### src/script_subset_tokenizer_assert.svh
// assertion macros shared by the tokenizer modules
`ifndef SCRIPT_SUBSET_TOKENIZER_ASSERT_SVH
`define SCRIPT_SUBSET_TOKENIZER_ASSERT_SVH

// condition implies property in the same cycle
`define SST_CHECK(name, pre, prop, msg) \
	name: assert property (@(posedge clk) disable iff (!arst_n) (pre) |-> (prop)) \
		else $error(msg);

// condition implies property in the next cycle
`define SST_CHECK_NEXT(name, pre, prop, msg) \
	name: assert property (@(posedge clk) disable iff (!arst_n) (pre) |=> (prop)) \
		else $error(msg);

`endif

### src/sst_pkg.sv
// types, constants and helper functions of the tokenizer
package sst_pkg;

	localparam int MAX_VALUE_LEN_DEF = 4096;
	localparam int MAX_RES = 4;
	localparam logic [23:0] LINE_TOP = 24'hFFFFFF;

	typedef enum logic [4:0] {
		M_GAP    = 5'd0,
		M_SLASH  = 5'd1,
		M_LCOM   = 5'd2,
		M_BCOM   = 5'd3,
		M_BSTAR  = 5'd4,
		M_LT     = 5'd5,
		M_TAG    = 5'd6,
		M_QUEST  = 5'd7,
		M_STR    = 5'd8,
		M_STRESC = 5'd9,
		M_NUM    = 5'd10,
		M_NUMEXP = 5'd11,
		M_DOLLAR = 5'd12,
		M_VAR    = 5'd13,
		M_DYN    = 5'd14,
		M_WORD   = 5'd15,
		M_EQ1    = 5'd16,
		M_EQ2    = 5'd17,
		M_OP2    = 5'd18,
		M_DONE   = 5'd19
	} mode_t;

	localparam logic [5:0] K_NONE     = 6'd0;
	localparam logic [5:0] K_END      = 6'd0;
	localparam logic [5:0] K_OPEN     = 6'd1;
	localparam logic [5:0] K_CLOSE    = 6'd2;
	localparam logic [5:0] K_INT      = 6'd3;
	localparam logic [5:0] K_FLOAT    = 6'd4;
	localparam logic [5:0] K_STRING   = 6'd5;
	localparam logic [5:0] K_VAR      = 6'd6;
	localparam logic [5:0] K_DYNVAR   = 6'd7;
	localparam logic [5:0] K_ECHO     = 6'd8;
	localparam logic [5:0] K_IF       = 6'd9;
	localparam logic [5:0] K_ELSE     = 6'd10;
	localparam logic [5:0] K_WHILE    = 6'd11;
	localparam logic [5:0] K_FOR      = 6'd12;
	localparam logic [5:0] K_ASSIGN   = 6'd13;
	localparam logic [5:0] K_ADD_EQ   = 6'd14;
	localparam logic [5:0] K_SUB_EQ   = 6'd15;
	localparam logic [5:0] K_CAT_EQ   = 6'd16;
	localparam logic [5:0] K_PLUS     = 6'd17;
	localparam logic [5:0] K_MINUS    = 6'd18;
	localparam logic [5:0] K_STAR     = 6'd19;
	localparam logic [5:0] K_SLASH    = 6'd20;
	localparam logic [5:0] K_PERCENT  = 6'd21;
	localparam logic [5:0] K_DOT      = 6'd22;
	localparam logic [5:0] K_EQ       = 6'd23;
	localparam logic [5:0] K_NE       = 6'd24;
	localparam logic [5:0] K_IDENT    = 6'd25;
	localparam logic [5:0] K_LT       = 6'd26;
	localparam logic [5:0] K_GT       = 6'd27;
	localparam logic [5:0] K_LE       = 6'd28;
	localparam logic [5:0] K_GE       = 6'd29;
	localparam logic [5:0] K_NOT      = 6'd30;
	localparam logic [5:0] K_SEMI     = 6'd31;
	localparam logic [5:0] K_COMMA    = 6'd32;
	localparam logic [5:0] K_LBRACE   = 6'd33;
	localparam logic [5:0] K_RBRACE   = 6'd34;
	localparam logic [5:0] K_LPAREN   = 6'd35;
	localparam logic [5:0] K_RPAREN   = 6'd36;

	localparam logic [2:0] E_NONE     = 3'd0;
	localparam logic [2:0] E_OPEN_COM = 3'd1;
	localparam logic [2:0] E_BAD_TAG  = 3'd2;
	localparam logic [2:0] E_EMPTY    = 3'd3;
	localparam logic [2:0] E_UNKNOWN  = 3'd4;
	localparam logic [2:0] E_BAD_CHAR = 3'd5;
	localparam logic [2:0] E_TOO_LONG = 3'd6;

	localparam logic [39:0] KW_ECHO  = 40'h006563686F;
	localparam logic [39:0] KW_IF    = 40'h0000006966;
	localparam logic [39:0] KW_ELSE  = 40'h00656C7365;
	localparam logic [39:0] KW_WHILE = 40'h7768696C65;
	localparam logic [39:0] KW_FOR   = 40'h0000666F72;
	localparam logic [39:0] TAG_PHP  = 40'h0000706870;

	typedef struct packed {
		logic digit;
		logic alpha;
		logic space;
	} cls_t;

	typedef struct packed {
		logic [7:0] ch;
		logic       eoi;
		cls_t       cls;
	} item_t;

	typedef struct packed {
		logic [7:0]  value_byte;
		logic        has_byte;
		logic        token_done;
		logic [5:0]  token_kind;
		logic [23:0] token_line;
		logic [2:0]  error_code;
		logic        last_of_step;
	} res_t;

	function automatic logic [5:0] punct_kind(input logic [7:0] c);
		logic [5:0] k;
		case (c)
			"*": k = K_STAR;
			"%": k = K_PERCENT;
			";": k = K_SEMI;
			",": k = K_COMMA;
			"{": k = K_LBRACE;
			"}": k = K_RBRACE;
			"(": k = K_LPAREN;
			")": k = K_RPAREN;
			default: k = K_NONE;
		endcase
		return k;
	endfunction

	function automatic logic [5:0] op_kind(input logic [7:0] first, input logic with_eq);
		logic [5:0] k;
		case (first)
			"!": k = with_eq ? K_NE : K_NOT;
			">": k = with_eq ? K_GE : K_GT;
			"+": k = with_eq ? K_ADD_EQ : K_PLUS;
			"-": k = with_eq ? K_SUB_EQ : K_MINUS;
			default: k = with_eq ? K_CAT_EQ : K_DOT;
		endcase
		return k;
	endfunction

	function automatic logic [5:0] kw_kind(input logic [39:0] w);
		logic [5:0] k;
		k = K_NONE;
		if (w == KW_ECHO) k = K_ECHO;
		if (w == KW_IF) k = K_IF;
		if (w == KW_ELSE) k = K_ELSE;
		if (w == KW_WHILE) k = K_WHILE;
		if (w == KW_FOR) k = K_FOR;
		return k;
	endfunction

endpackage

### src/sst_front.sv
// front end: accepts source bytes, classifies them and queues them
`include "script_subset_tokenizer_assert.svh"
module sst_front (
	input  logic              clk,
	input  logic              arst_n,
	input  logic              byte_valid,
	output logic              byte_stall,
	input  logic [7:0]        input_byte,
	input  logic              end_of_input,
	output logic              item_valid,
	output sst_pkg::item_t    item,
	input  logic              item_take
);

	sst_pkg::item_t q_q [2];
	logic           wr_q;
	logic           rd_q;
	logic [1:0]     cnt_q;
	logic           push;
	sst_pkg::item_t in_item;

	assign byte_stall = (cnt_q == 2'd2);
	assign push       = byte_valid && !byte_stall;
	assign item_valid = (cnt_q != 2'd0);
	assign item       = q_q[rd_q];

	always_comb begin
		in_item.ch        = input_byte;
		in_item.eoi       = end_of_input;
		in_item.cls.digit = (input_byte >= "0") && (input_byte <= "9");
		in_item.cls.alpha = ((input_byte >= "a") && (input_byte <= "z")) ||
			((input_byte >= "A") && (input_byte <= "Z"));
		in_item.cls.space = (input_byte == " ") ||
			((input_byte >= 8'd9) && (input_byte <= 8'd13));
	end

	always_ff @(posedge clk or negedge arst_n) begin
		if (!arst_n) begin
			wr_q  <= 1'b0;
			rd_q  <= 1'b0;
			cnt_q <= 2'd0;
		end else begin
			if (push) wr_q <= ~wr_q;
			if (item_take) rd_q <= ~rd_q;
			cnt_q <= cnt_q + {1'b0, push} - {1'b0, item_take};
		end
	end

	always_ff @(posedge clk) begin
		if (push) q_q[wr_q] <= in_item;
	end

	`SST_CHECK(a_no_take_empty, item_take, cnt_q != 2'd0, "take from empty queue")

endmodule

### config.mk
export PLATFORM = sky130hd
export DESIGN_NAME = sst_front
export DESIGN_NICKNAME = d
export VERILOG_FILES = /design/src/sst_pkg.sv /design/src/sst_front.sv
export VERILOG_INCLUDE_DIRS = /design/src /design/src/src
export SDC_FILE = /design/constraint.sdc
export NUM_CORES = 1
export LEC_CHECK = 0
export ABC_AREA = 1
export BUFFER_PORTS_ARGS = -buffer_cell sky130_fd_sc_hd__buf_2
export CORE_MARGIN = 1.5
export CORE_UTILIZATION = 58
export CTS_BUF_LIST = sky130_fd_sc_hd__clkbuf_2 sky130_fd_sc_hd__clkbuf_4 sky130_fd_sc_hd__clkbuf_8
export DETAILED_ROUTE_END_ITERATION = 10
export GPL_TIMING_DRIVEN = 1
export PLACE_DENSITY = 0.85
export RECOVER_POWER = 100
export SLEW_MARGIN = 40
export SYNTH_ARGS = -nofsm -noshare
export SYNTH_HDL_FRONTEND = slang
export SYNTH_SLANG_ARGS = --single-unit
### constraint.sdc
create_clock -name clk -period 2.6 [get_ports clk]
set_input_delay 0.26 -clock clk [delete_from_list [all_inputs] [get_ports clk]]
set_output_delay 0.26 -clock clk [all_outputs]
set_load 0.005 [all_outputs]
==> summary.md <==
| Metric | Value |
|---|---|
| Max FO, Critical Path | 8 |
| CP peak stage delay | 420 ps |
| Fillers | 180 |
| Tot Pwr | 1259 µW |
| Cell area after synthesis | 1209 µm² |
| Final hold violations | 0 |
| Largest net degree at the start of global routing | 16 |
| CTS H-tree depth | 1 |
| Synth Register Bits | 28 |
| CP Data Required Time | 2580 ps |
| Clk_lat worst skew | 310 ps |
| Syn nets | 96 |
| CTS Sinks | 28 |
| GRT Overall Usage | 0.1629 |
| Die ar. | 2367 µm² |
| Initial DRC Count | 6 |
| Worst path cell trace | inv_1 -> o21ai_0 -> nor2_1 -> clkbuf_1 |
| Initial antenna violation count | 0 |
| DR vias/cell | 4.914 |
| Drt wl/cell | 12.96 µm |
| Peak supply drop | 0.6644 mV |
| Cell Pwr Density | 927.7 nW/µm² |
| Max-Cap Viols | 0 |
| Tmin final | 1876 ps |
| Critical path class | reg -> reg |
| Ys flop type | edfxtp_1 |
| Vias | 688 |
| Final setup TNS | 0 ps |
| Inserted Clock Buffers | 3 |
| Slowest stage cell, crit path | clkbuf_1 |
| NumNets Final | 129 |
| Boundary Pins | 27 |
| Chip height | 48.65 µm |
| Setup WS pre-CTS | 1033 ps |
| Avg Cell Area, Syn | 14.92 µm² |
| Dpl hpwl | 1299 µm |
| Post-route ant nets | 0 |
| # setup viols final | 0 |
| PnR worst setup slack | 723.9 ps |
| Area occupied by multi-input gates | 305.3 µm² |
| Synth cell types | 16 |
| Data arrival, critical path | 1850 ps |
| First-pass GRT wire length | 2932 µm |
| Commonest cells post-synth | edfxtp_1, nor2_1, mux2_4 |
| Fraction of layout cells with a size suffix above 1 | 0.2124 |
| Placer Congestion | 0.7067 |
| Row count | 16 |
| Fin crit share | 0.7216 |
| Post-route DRC | 0 |
| Synth top area share | 0.5963 |
| Synthesis Warnings | 0 |
| Area growth, synth to finish | 12.32% |
| Post-CTS sizing | 0 |
| Ant. Diodes | 0 |
| Crit end category | flip-flop |
| Hold Crit Class | in -> reg |
| Grt total ovfl | 0 |
| Max transition margin | 0.5444 |
| Outcome | completed |
| Slew @ Worst Pin | 683.4 ps |
| Most frequent cell after synthesis | edfxtp_1 |
| Worst clock skew | 1.443 ps |
| Gate Count Post-Synth | 81 |
| Die Wd | 48.65 µm |
| Seq/Total Area, Yosys | 0.6791 |
| Pre-antenna DRT Iters | 4 |
| Design area | 1358 µm² |
| Peak Freq | 533.0 MHz |
| Number of synthesized flops with an enable pin | 24 |
| DP Area | 1376 µm² |
| Initial Util | 0.6161 |
| Register area | 820.8 µm² |
| Asr flop ratio synth | 0.1429 |
| RSZ-0062 raised after global routing | no |
| Startpoint Class | flip-flop |
| Worst-path clk slew | 130 ps |
| Main area contributors after synthesis | edfxtp_1, mux2_4, dfrtp_1 |
| Clock buffer depth | 2 |
| CORE AREA | 1962 µm² |
| Slew Limit Fails | 0 |
| Post-layout util | 0.6920 |
| Port bufs | 26 |
| Leak pwr | 0.0005367 µW |
| Synth area leader | edfxtp_1 |
| Root buffer cell | clkbuf_4 |
| CTS tree | yes |
| Vias in the first global route | 672 |
| Routed wire length | 1815 µm |
-- logic make-up after synthesis --
kind of cell    share of synthesized area
flops                              0.6791
compound gates                    0.02174
fa+ha+maj                         0.02070
simple gates                      0.07867
mux                                0.1397
xor+xnor                          0.02899
buf+inv                           0.03106
-- placed cells by master (no fill, tap or decap) --
master	Yosys	final
mux2_1	0	9
nand3_1	1	1
mux2_2	3	3
dlygate4sd3_1	0	1
nand2_1	6	6
ha_1	2	2
buf_2	0	15
dfrtp_1	4	4
nor3_1	1	1
o21ai_0	0	1
edfxtp_1	24	24
xnor2_1	1	1
a21oi_1	2	2
or2_2	1	1
clkbuf_1	0	12
nor2_1	15	15
clkbuf_8	0	1
inv_1	7	7
clkbuf_2	0	1
xor2_1	3	3
clkbuf_4	0	3
-- sequential cells by signal, indices dropped and copies added (netlist names) --
| name | flops |
|---|---|
| rd_q | 1 |
| q_q | 24 |
| cnt_q | 2 |
| wr_q | 1 |
-- worst paths after layout --
check                           slack, ps  cells after the start         to         start
worst min-delay path                  130                      1  q_q[0][3]  end_of_input
max in group asynchronous            2120                      2       rd_q        arst_n
worst max-delay path                  720                      4  q_q[1][6]      cnt_q[1]
worst min register to register        580                      2       wr_q          wr_q
worst max register to register        720                      4  q_q[1][6]      cnt_q[1]
min in group asynchronous             290                      2   cnt_q[0]        arst_n
-- per-stage QoR --
stage / hold slack (ps) / std cells
floorplan: -35.59 / 81
global placement: 65.76 / 135
detailed placement: 70.56 / 135
CTS: 120.7 / 140
global route: 112.2 / 140
finish: 129.0 / 140
-- final cells by class --
| cell class | instances | area share |
|---|---|---|
| Sequential cell | 28 | 0.6046 |
| Timing Repair Buffer | 29 | 0.09954 |
| Inverter | 7 | 0.01935 |
| Multi-Input combinational cell | 45 | 0.2249 |
| Clock buffer | 4 | 0.02673 |
| Tap cell | 27 | 0.02488 |
-- worst max-delay path: cells and delay by family (launching register included) --
kind | cells | cell delay [ps]
simple gates | 1 | 410
buf+inv | 2 | 520
compound gates | 1 | 210
flops | 1 | 400
-- layer usage --
layer	wire length [µm]	part of all wire	GRT usage
met5	0	0	0
met4	12	0.0066	0.06190
met3	61	0.034	0.01852
met2	957	0.53	0.2900
met1	783	0.43	0.2043
-- power breakdown --
group | leakage, µW | internal (µW) | switching [µW]
registers | 0.000270 | 623 | 71.7
clock network | 0.0000210 | 85.5 | 113
logic | 0.000245 | 186 | 180
-- repair_timing --
| item | 4_1_cts | 5_1_grt |
|---|---|---|
| setup buffers | 0 | 0 |
| endpoints found under the hold margin | 4 | 0 |
| setup endpoints to repair | 0 | 0 |
| hold buffers | 1 | 0 |
(Power assumes the default switching activity.)
